**src/rtl/core/assert_macros.svh**
```systemverilog
// Assertion helpers used by the top-level RTL. Each expects clk and arst_n in scope.
`ifndef ASSERT_MACROS_SVH
`define ASSERT_MACROS_SVH

// Same-cycle implication, checked only outside reset.
`define ASSERT_IMPLIES(label, ante, cons, msg) \
	label: assert property (@(posedge clk) disable iff (!arst_n) (ante) |-> (cons)) \
		else $error(msg);

// Next-cycle implication, checked only outside reset.
`define ASSERT_NEXT(label, ante, cons, msg) \
	label: assert property (@(posedge clk) disable iff (!arst_n) (ante) |=> (cons)) \
		else $error(msg);

`endif

```
**src/rtl/core/wpph_pkg.sv**
```systemverilog
`timescale 1ns / 1ps

package wpph_pkg;

	localparam int NUM_AXES       = 2;
	localparam int AXIS_X         = 0;
	localparam int AXIS_Y         = 1;
	localparam int POS_W          = 24;
	localparam int ERR_W          = POS_W + 1;
	localparam int GAIN_W         = 16;
	localparam int LIMIT_W        = 16;
	localparam int CMD_W          = LIMIT_W + 1;
	localparam int FRAC_BITS      = 8;
	localparam int CFG_IDX_W      = 3;
	localparam int CFG_DATA_W     = 24;

	localparam int WINDOW_LEN_DEF = 7;
	localparam int MID_DEPTH_DEF  = 4;
	localparam int OUT_DEPTH_DEF  = 2;

	typedef enum logic [CFG_IDX_W-1:0] {
		REG_TARGET_X  = 3'd0,
		REG_TARGET_Y  = 3'd1,
		REG_GAIN_P    = 3'd2,
		REG_GAIN_I    = 3'd3,
		REG_GAIN_D    = 3'd4,
		REG_VEL_LIMIT = 3'd5
	} reg_idx_t;

	typedef struct packed {
		logic signed [POS_W-1:0]  target_x;
		logic signed [POS_W-1:0]  target_y;
		logic signed [GAIN_W-1:0] gain_p;
		logic signed [GAIN_W-1:0] gain_i;
		logic signed [GAIN_W-1:0] gain_d;
		logic [LIMIT_W-1:0]       vel_limit;
	} wpph_cfg_t;

	typedef logic [NUM_AXES-1:0][ERR_W-1:0] err_vec_t;
	typedef logic [NUM_AXES-1:0][CMD_W-1:0] cmd_vec_t;

endpackage

```
**src/rtl/core/wpph_fifo.sv**
```systemverilog
`timescale 1ns / 1ps

module wpph_fifo import wpph_pkg::*; #(
	parameter int WIDTH = CMD_W * NUM_AXES,
	parameter int DEPTH = OUT_DEPTH_DEF
) (
	input  logic             clk,
	input  logic             arst_n,
	input  logic             push,
	input  logic [WIDTH-1:0] din,
	output logic             full,
	input  logic             pop,
	output logic [WIDTH-1:0] dout,
	output logic             empty
);

	localparam int PTR_W = (DEPTH > 1) ? $clog2(DEPTH) : 1;
	localparam int CNT_W = $clog2(DEPTH + 1);

	logic [WIDTH-1:0] mem_q [DEPTH];
	logic [PTR_W-1:0] wr_ptr_q;
	logic [PTR_W-1:0] rd_ptr_q;
	logic [CNT_W-1:0] count_q;
	logic             do_push;
	logic             do_pop;

	assign full    = (count_q == CNT_W'(DEPTH));
	assign empty   = (count_q == '0);
	assign do_push = push && !full;
	assign do_pop  = pop && !empty;
	assign dout    = mem_q[rd_ptr_q];

	always_ff @(posedge clk) begin
		if (do_push) begin
			mem_q[wr_ptr_q] <= din;
		end
	end

	always_ff @(posedge clk or negedge arst_n) begin
		if (!arst_n) begin
			wr_ptr_q <= '0;
			rd_ptr_q <= '0;
			count_q  <= '0;
		end else begin
			if (do_push) begin
				wr_ptr_q <= (wr_ptr_q == PTR_W'(DEPTH - 1)) ? '0 : wr_ptr_q + PTR_W'(1);
			end
			if (do_pop) begin
				rd_ptr_q <= (rd_ptr_q == PTR_W'(DEPTH - 1)) ? '0 : rd_ptr_q + PTR_W'(1);
			end
			if (do_push && !do_pop) begin
				count_q <= count_q + CNT_W'(1);
			end else if (do_pop && !do_push) begin
				count_q <= count_q - CNT_W'(1);
			end
		end
	end

endmodule

```
**config.mk**
```make
export PLATFORM = sky130hd
export DESIGN_NAME = wpph_fifo
export DESIGN_NICKNAME = d
export VERILOG_FILES = /design/src/rtl/core/assert_macros.svh /design/src/rtl/core/wpph_pkg.sv /design/src/rtl/core/wpph_fifo.sv
export SDC_FILE = /design/constraint.sdc
export NUM_CORES = 1
export LEC_CHECK = 0
export BUFFER_PORTS_ARGS = -buffer_cell sky130_fd_sc_hd__buf_2
export CAP_MARGIN = 20
export CELL_PAD_IN_SITES_DETAIL_PLACEMENT = 1
export CELL_PAD_IN_SITES_GLOBAL_PLACEMENT = 1
export CORE_MARGIN = 2
export CORE_UTILIZATION = 47
export CTS_CLUSTER_DIAMETER = 150
export DETAILED_ROUTE_END_ITERATION = 16
export GPL_ROUTABILITY_DRIVEN = 0
export PLACE_DENSITY_LB_ADDON = 0.1
export SLEW_MARGIN = 20
export SYNTH_ARGS = -nofsm -noshare
export SYNTH_HDL_FRONTEND = slang
export SYNTH_SLANG_ARGS = --single-unit
```
**constraint.sdc**
```tcl
create_clock -name clk -period 5 [get_ports clk]
set_input_delay 0.25 -clock clk [delete_from_list [all_inputs] [get_ports clk]]
set_output_delay 0.25 -clock clk [all_outputs]
set_load 0.02 [all_outputs]
```
==> flow_summary.toml <==
[timing]
finalCriticalPeriod_ns = 2.22
max_freq_ghz = 0.451
worstMarginPinSlew_ns = 1.05
period_share = 0.444
skew_ns = 0.00342
final_hold_viol_count = 0
slew_headroom = 0.302
setup_viol = 0
rsz0062_at_grt = "no"
drv_slew = 0
setup_tns_ns = 0

[flow_run]
max-cap-violations = 0

[yosys]
netlist_instances = 125
syn_nets = 164
syn-cell-area_sq_um = 2800
synth_top_cell_area_share = 0.729
synthTopCellsByArea = "edfxtp_1 73%, mux2_4 16%, dfrtp_1 3.6%"
seq_area_frac_synth = 0.765
syn_avg_cell_area_sq_um = 22.4
synth_cell_types = 15
yosysWarnings = 0
ys_ff_latch = 72
synth.largest_area_cell = "edfxtp_1"

[place]
io_buffers = 73
dp_hpwl_mm = 2.98

[finish]
syn_to_final_growth_pct = 19.8
drive_gt1_frac = 0.567
antenna_cells = 0
nFillCells = 548
fin_util = 0.574
finalNetCount = 245

[global_routing]
grt_max_degree = 36
grt_antenna_before_repair = 0
grt_pass1_vias = 1421
grt_pass1_wl_mm = 6.85
globalRoute.totalOverflow = 0
gr-usage-all-layers = 0.150

[critical_path]
ff2ff_path_depth = 3
slowest_stage = "dfrtp_2"
arrival_ns = 1.97
crit_path_end_kind = "output pin"
startpoint_type = "flop"
crit_chain = "mux2_2 -> buf_2"
crit_family = "flip-flops"
crit_start = "rd_ptr_q"
critPathKind = "flop to output pin"
crit_fanout = 35
ff2ff_setup_slack_ns = 3.08
worst-path-buf-inv = 1
critPathMaxStageDelay_ns = 1.06
r2r_end = "mem_q[0][28]"
timing.rr.start = "count_q[0]"
required_ns = 4.75

[hold_path]
holdPathEnd = "mem_q[1][30]"
hold_class = "input pin to flop"
hp-start = "din[30]"
hold_path_depth = 1

[route]
via_count = 1373
routed_wl_mm = 4.53
ant_nets = 0
viasPerCell = 4.82
firstDrtPassIters = 4
route.detailed.drc = 0
wl_per_cell_um = 15.9
drtIter0Drc = 57

[die]
dieArea_sq_um = 6590
fp.coreArea_sq_um = 5850
die-height_um = 81.2
fp-row-count = 28
start_util = 0.479
num_io_pins = 74
fp.dieW_um = 81.2

[power]
p_leak_nw = 1.36
ir_drop_uv = 456
power_density_nw_per_um2 = 593

[status]
status = "finished, final reports clean"

[clocking]
post-cts-setup-buffers = 0
cts_sinks = 72
cts_tree = "yes"
cts_buffer_depth = 2
cts.clk_slew.worst_paths_ns = 0.07
htreeDepth = 3
clk_latency_ns = 0.33
clockRootBuffer = "clkbuf_8"
numCtsBuffers = 9
cts_resized = 0
==> kinds of logic (layout without fill, tap and decap cells) <==
logic type | count (synthesis) | after routing | share of synthesized area
simple gates | 6 | 6 | 0.00983
mux | 34 | 34 | 0.176
xor+xnor | 5 | 5 | 0.0156
buf+inv | 6 | 91 | 0.0281
flops | 72 | 72 | 0.765
fa+ha+maj | 1 | 1 | 0.00447
compound gates | 1 | 1 | 0.00178
==> routing by layer <==
layer	up-vias	routed length, um	global-route usage
li1	645	-	-
met1	674	1700	0.164
met2	44	2430	0.244
met3	10	323	0.0600
met4	0	85	0.0966
met5	-	0	0
==> registers in the layout, indices dropped and copies added, names as in the netlist <==
name and flops:
count_q 2, mem_q 68, rd_ptr_q 1, wr_ptr_q 1
==> where the power goes <==
| part | internal [mW] | switching, mW |
|---|---|---|
| Clock | 0.175 | 0.185 |
| Sequential | 0.830 | 0.119 |
| Combinational | 0.331 | 0.351 |
==> cell type report <==
class,count,area (sq um),area share
inverters,2,7.51,0.00224
clock buffers,13,139,0.0414
clock inverters,2,7.51,0.00224
multi-input cells,47,589,0.176
repair buffers,74,375,0.112
well taps,75,93.8,0.0280
flip-flops and latches,72,2140,0.639
==> Yosys cell counts, drive strengths merged <==
master / instances
xnor2: 3
and3: 1
nand2b: 1
nand2: 1
dfrtp: 4
mux2: 34
buf: 4
edfxtp: 68
ha: 1
xor2: 2
inv: 2
o21ai: 1
nor2: 3
==> cell usage in the layout (no fill, tap or decap), types with 2 or more instances in the layout <==
| master | count |
|---|---|
| edfxtp_1 | 68 |
| clkinv_1 | 2 |
| mux2_2 | 5 |
| nor2_1 | 2 |
| clkbuf_8 | 9 |
| mux2_4 | 29 |
| clkbuf_1 | 4 |
| dfrtp_1 | 3 |
| inv_1 | 2 |
| xnor2_1 | 3 |
| xor2_1 | 2 |
| buf_2 | 73 |
==> metrics by stage <==
stage / total power, mW / instance area (sq um) / hold slack [ns] / std cells / worst slack [ns]
3_5_place_dp: 1.66 / 3200 / 0.0590 / 269 / 3.05
6_report: 1.99 / 3360 / 0.0999 / 285 / 2.78
2_1_floorplan: 1.50 / 2800 / -0.0456 / 125 / 2.49
4_1_cts: 2.02 / 3360 / 0.0815 / 285 / 2.71
5_1_grt: 2.09 / 3360 / 0.0870 / 285 / 2.66
3_3_place_gp: 1.63 / 3200 / 0.0574 / 269 / 3.12
==> worst max-delay path by stage <==
stage	endpoint	depth (start not counted)	slack [ns]
global placement	dout[11]	2	3.12
global route	dout[17]	2	2.66
CTS	dout[16]	2	2.71
detailed placement	mem_q[0][26]	3	3.05
floorplan	mem_q[0][0]	3	2.49
finish	dout[16]	2	2.78
==> repair_timing <==
action / CTS / global route
hold buffers: 1 / 0
hold endpoints to repair: 4 / 0
endpoints found under the setup margin: 0 / 0
Note: power is estimated with default switching activity, not from simulation.
