## config.mk

```make
export PLATFORM = sky130hd
export DESIGN_NAME = wpph_front
export DESIGN_NICKNAME = d
export VERILOG_FILES = /design/src/rtl/core/assert_macros.svh /design/src/rtl/core/wpph_pkg.sv /design/src/rtl/core/wpph_front.sv
export SDC_FILE = /design/constraint.sdc
export NUM_CORES = 1
export LEC_CHECK = 0
export ABC_AREA = 1
export BUFFER_PORTS_ARGS = -buffer_cell sky130_fd_sc_hd__buf_2
export CAP_MARGIN = 10
export CELL_PAD_IN_SITES_DETAIL_PLACEMENT = 1
export CELL_PAD_IN_SITES_GLOBAL_PLACEMENT = 1
export CORE_MARGIN = 1.5
export CORE_UTILIZATION = 31
export DETAILED_ROUTE_END_ITERATION = 16
export PLACE_DENSITY = 0.89
export SLEW_MARGIN = 10
export SYNTH_ARGS = -nofsm -noshare
export SYNTH_HDL_FRONTEND = slang
export SYNTH_SLANG_ARGS = --single-unit
```

## constraint.sdc

```tcl
create_clock -name vclk -period 4.66
set_input_delay 0.932 -clock vclk [all_inputs]
set_output_delay 0.932 -clock vclk [all_outputs]
set_load 0.1 [all_outputs]
```

## src/rtl/core/assert_macros.svh

```systemverilog
// Assertion helpers used by the top-level RTL. Each expects clk and arst_n in scope.
`ifndef ASSERT_MACROS_SVH
`define ASSERT_MACROS_SVH

// Same-cycle implication, checked only outside reset.
`define ASSERT_IMPLIES(label, ante, cons, msg) \
	label: assert property (@(posedge clk) disable iff (!arst_n) (ante) |-> (cons)) \
		else $error(msg);

// Next-cycle implication, checked only outside reset.
`define ASSERT_NEXT(label, ante, cons, msg) \
	label: assert property (@(posedge clk) disable iff (!arst_n) (ante) |=> (cons)) \
		else $error(msg);

`endif

```

## src/rtl/core/wpph_pkg.sv

```systemverilog
`timescale 1ns / 1ps

package wpph_pkg;

	localparam int NUM_AXES       = 2;
	localparam int AXIS_X         = 0;
	localparam int AXIS_Y         = 1;
	localparam int POS_W          = 24;
	localparam int ERR_W          = POS_W + 1;
	localparam int GAIN_W         = 16;
	localparam int LIMIT_W        = 16;
	localparam int CMD_W          = LIMIT_W + 1;
	localparam int FRAC_BITS      = 8;
	localparam int CFG_IDX_W      = 3;
	localparam int CFG_DATA_W     = 24;

	localparam int WINDOW_LEN_DEF = 7;
	localparam int MID_DEPTH_DEF  = 4;
	localparam int OUT_DEPTH_DEF  = 2;

	typedef enum logic [CFG_IDX_W-1:0] {
		REG_TARGET_X  = 3'd0,
		REG_TARGET_Y  = 3'd1,
		REG_GAIN_P    = 3'd2,
		REG_GAIN_I    = 3'd3,
		REG_GAIN_D    = 3'd4,
		REG_VEL_LIMIT = 3'd5
	} reg_idx_t;

	typedef struct packed {
		logic signed [POS_W-1:0]  target_x;
		logic signed [POS_W-1:0]  target_y;
		logic signed [GAIN_W-1:0] gain_p;
		logic signed [GAIN_W-1:0] gain_i;
		logic signed [GAIN_W-1:0] gain_d;
		logic [LIMIT_W-1:0]       vel_limit;
	} wpph_cfg_t;

	typedef logic [NUM_AXES-1:0][ERR_W-1:0] err_vec_t;
	typedef logic [NUM_AXES-1:0][CMD_W-1:0] cmd_vec_t;

endpackage

```

## src/rtl/core/wpph_front.sv

```systemverilog
`timescale 1ns / 1ps

module wpph_front import wpph_pkg::*; (
	input  wpph_cfg_t               cfg,
	input  logic                    push,
	input  logic                    full,
	input  logic signed [POS_W-1:0] pos_x,
	input  logic signed [POS_W-1:0] pos_y,
	output logic                    mid_push,
	output err_vec_t                mid_err
);

	// The error is one bit wider than the position so the subtraction never wraps.
	always_comb begin
		mid_err[AXIS_X] = ERR_W'(cfg.target_x) - ERR_W'(pos_x);
		mid_err[AXIS_Y] = ERR_W'(cfg.target_y) - ERR_W'(pos_y);
	end

	assign mid_push = push && !full;

endmodule

```

==> impl_metrics.py <==
metrics = {
    "drt": {
        "postRouteWirelength_um": 13060,
        "post-route-drc-count": 0,
        "route.detailed.vias_per_inst": 4.516,
        "routedWlPerCell_um": 11.58,
        "drt.antenna.violating_nets": 0,
        "routed-via-count": 5090,
        "initialDrtViolationCount": 124,
        "detailedRoute.firstPassIterationCount": 4,
    },
    "cells_and_area": {
        "design_area_mm2": 0.004792,
        "antenna-diode-count": 0,
        "design.final.nets": 1173,
        "multi_input_area_mm2": 0.002977,
        "final.fill_count": 1879,
        "sequential_cell_total": 0,
        "syn2layout_area_growth_pct": 24.92,
        "layout.clock_buffers": 0,
        "final_layout_size_suffix_gt1_frac": 0.1814,
        "postLayoutCoreUtil": 0.3973,
        "seqCellArea_um2": 0,
    },
    "hold_path": {
        "worst_hold_path.endpoint": "mid_push",
        "hold_path_startpoint": "full",
        "worstHoldPathType": "in -> out",
        "whs_path_depth": 3,
    },
    "job": {
        "cap_violations": 0,
    },
    "timing": {
        "final_tns_setup_ns": 0,
        "fmaxAchievable_ghz": 0.2573,
        "layout_worst_path_cycle_share": 0.8341,
        "finalHoldViolCount": 0,
        "timing.final.setup_violations": 0,
        "maxSlewViolCount": 0,
        "slew_headroom": 0.6478,
        "grt_setup_unrepaired": "no",
        "final_period_minus_worst_setup_slack_ns": 3.887,
        "hold_slack_ns": 2.247,
        "worst_pin_slew_ns": 0.5320,
    },
    "power": {
        "vdd_drop_max_mv": 0.1869,
        "power.leakage_nw": 3.392,
        "power.density_cell_area_mw_per_mm2": 262.9,
    },
    "clock_network": {
        "cts.repair_timing.setup_buffer_count": 0,
        "cts.hold.buffers_added": 0,
        "post_cts.resized_instances": 0,
    },
    "yosys": {
        "post_synth_main_area_contributors": "sky130_fd_sc_hd__nand2_1 34%, sky130_fd_sc_hd__inv_1 22%, sky130_fd_sc_hd__ha_1 16%",
        "yosysWarningCount": 0,
        "synth_largest_area_cell": "sky130_fd_sc_hd__nand2_1",
        "post_synth.cell_area_avg_um2": 4.736,
        "synth_seq_area_share": 0,
        "synth_fp_nets": 1022,
        "synthesis.area_mm2": 0.003836,
        "synthesis.instances": 810,
        "post_synth_num_cell_types": 18,
        "synth_largest_type_area_fraction": 0.3366,
    },
    "setup_path": {
        "critical_path.cell_chain": "buf_2 > inv_1 > ha_1 > fa_1 > inv_1 > nand2_1 > nand2_1 > nand3_1 > nand2_2 > nand2_1 > nand2_1 > xor2_1 > buf_2",
        "startpoint_type": "primary input",
        "crit_path_frequent_cell": "sky130_fd_sc_hd__nand2_1",
        "timing.setup.critical_path_class": "in -> out",
        "cpPeakStageDelay_ns": 0.45,
        "worst_path_max_delay_cell": "sky130_fd_sc_hd__buf_2",
        "setup.worst_path.end_class": "primary output",
        "worstPathArrival_ns": 2.95,
        "path_max_fanout": 4,
        "critPathRequiredTime_ns": 3.73,
    },
    "global_routing": {
        "grt_start_max_net_pins": 7,
        "via_count_of_the_first_global_routing_pass": 5101,
        "grt.overflow.total": 0,
        "globalRouteTotalUtil": 0.1980,
        "grt_antenna_before_repair": 0,
        "grt_first_pass_wirelength_um": 21710,
    },
    "placed_design": {
        "place_area_mm2": 0.004792,
        "place.gp.congestion": 0.8840,
        "port_buffers": 149,
        "place_hpwl_um": 12090,
    },
    "floorplanning": {
        "rows": 40,
        "die_y_um": 114.2,
        "floorplan.die.width_um": 114.2,
        "effective_utilization_at_floorplan": 0.3180,
        "io_pins": 213,
        "die_area_mm2": 0.01305,
        "design.core.area_mm2": 0.01206,
    },
    "status": {
        "status": "finished, final reports clean",
    },
}
-- metal layers --
layer	up-vias	share of wire	global-route usage
li1	2672	-	-
met3	16	0.033	0.003706
met5	-	0	0
met4	0	0.018	0.03667
met1	2291	0.44	0.2372
met2	111	0.51	0.3940
-- worst max path at each step --
stage,cells after the start,slack (ns),end,start
after floorplan,11,0.26,mid_err[37],cfg[64]
after global placement,13,0.79,mid_err[12],cfg[88]
after detailed placement,13,0.77,mid_err[41],cfg[64]
after CTS,13,0.77,mid_err[41],cfg[64]
after global routing,13,0.60,mid_err[12],cfg[88]
final,13,0.77,mid_err[41],cfg[64]
-- synthesized netlist by cell type --
master / count
sky130_fd_sc_hd__nand2_1: 344
sky130_fd_sc_hd__inv_1: 229
sky130_fd_sc_hd__ha_1: 48
sky130_fd_sc_hd__nor2_1: 47
sky130_fd_sc_hd__nand3_1: 40
sky130_fd_sc_hd__a21oi_1: 26
sky130_fd_sc_hd__xor2_1: 24
sky130_fd_sc_hd__nor2_2: 14
sky130_fd_sc_hd__nand4_1: 12
sky130_fd_sc_hd__nand2_2: 8
sky130_fd_sc_hd__nand3b_1: 4
sky130_fd_sc_hd__nor3_1: 4
sky130_fd_sc_hd__and2_1: 2
sky130_fd_sc_hd__fa_1: 2
sky130_fd_sc_hd__nor2_4: 2
sky130_fd_sc_hd__xnor2_1: 2
sky130_fd_sc_hd__or2_0: 1
sky130_fd_sc_hd__or2_2: 1
-- power by group --
group          total (W)  internal [W]  leakage (nW)  switching, W
clock network          0             0             0             0
logic            0.00126      0.000246          3.39       0.00101
registers              0             0             0             0
total            0.00126      0.000246          3.39       0.00101
-- cell usage in the layout, fill, tap and decap left out --
master / instances
sky130_fd_sc_hd__nand2_1: 344
sky130_fd_sc_hd__xor2_1: 24
sky130_fd_sc_hd__nor2_1: 47
sky130_fd_sc_hd__nor3_1: 4
sky130_fd_sc_hd__nor2_2: 14
sky130_fd_sc_hd__a21oi_1: 26
sky130_fd_sc_hd__nand4_1: 12
sky130_fd_sc_hd__nand3b_1: 4
sky130_fd_sc_hd__or2_2: 1
sky130_fd_sc_hd__nand3_1: 40
sky130_fd_sc_hd__or2_0: 1
sky130_fd_sc_hd__nand2_2: 8
sky130_fd_sc_hd__inv_1: 229
sky130_fd_sc_hd__xnor2_1: 2
sky130_fd_sc_hd__nor2_4: 2
sky130_fd_sc_hd__and2_1: 2
sky130_fd_sc_hd__ha_1: 48
sky130_fd_sc_hd__buf_2: 149
sky130_fd_sc_hd__fa_1: 2
-- critical path: cells and delay by family --
kind | cells | cell delay (ns)
AND/OR/NAND/NOR | 6 | 0.52
XOR/XNOR | 1 | 0.16
adder cells (fa/ha/maj) | 2 | 0.63
buffers and inverters | 4 | 0.71
-- cell families (layout without fill, tap and decap cells) --
kind of cell	after synthesis	after routing	share of synthesized area
AOI/OAI and AO/OA	26	26	0.03392
xor gates and xnor gates	26	26	0.05936
adders and majority gates	50	50	0.1670
buffers and inverters	229	378	0.2241
and+or+nand+nor	479	479	0.5157
-- metrics by stage --
stage          total power, W  setup slack, ns  std cells
2_1_floorplan        0.001025           0.2645        810
3_3_place_gp         0.001242           0.7871       1127
3_5_place_dp         0.001263           0.7701       1127
4_1_cts              0.001266           0.7695       1127
5_1_grt              0.001346           0.5971       1127
6_report             0.001260           0.7733       1127
-- layout make-up --
class / count / share of cell area
timing repair buffer: 149 / 0.1556
tap: 168 / 0.04386
multi-input combinational: 581 / 0.6211
inverter: 229 / 0.1794
(Power assumes the default switching activity.)
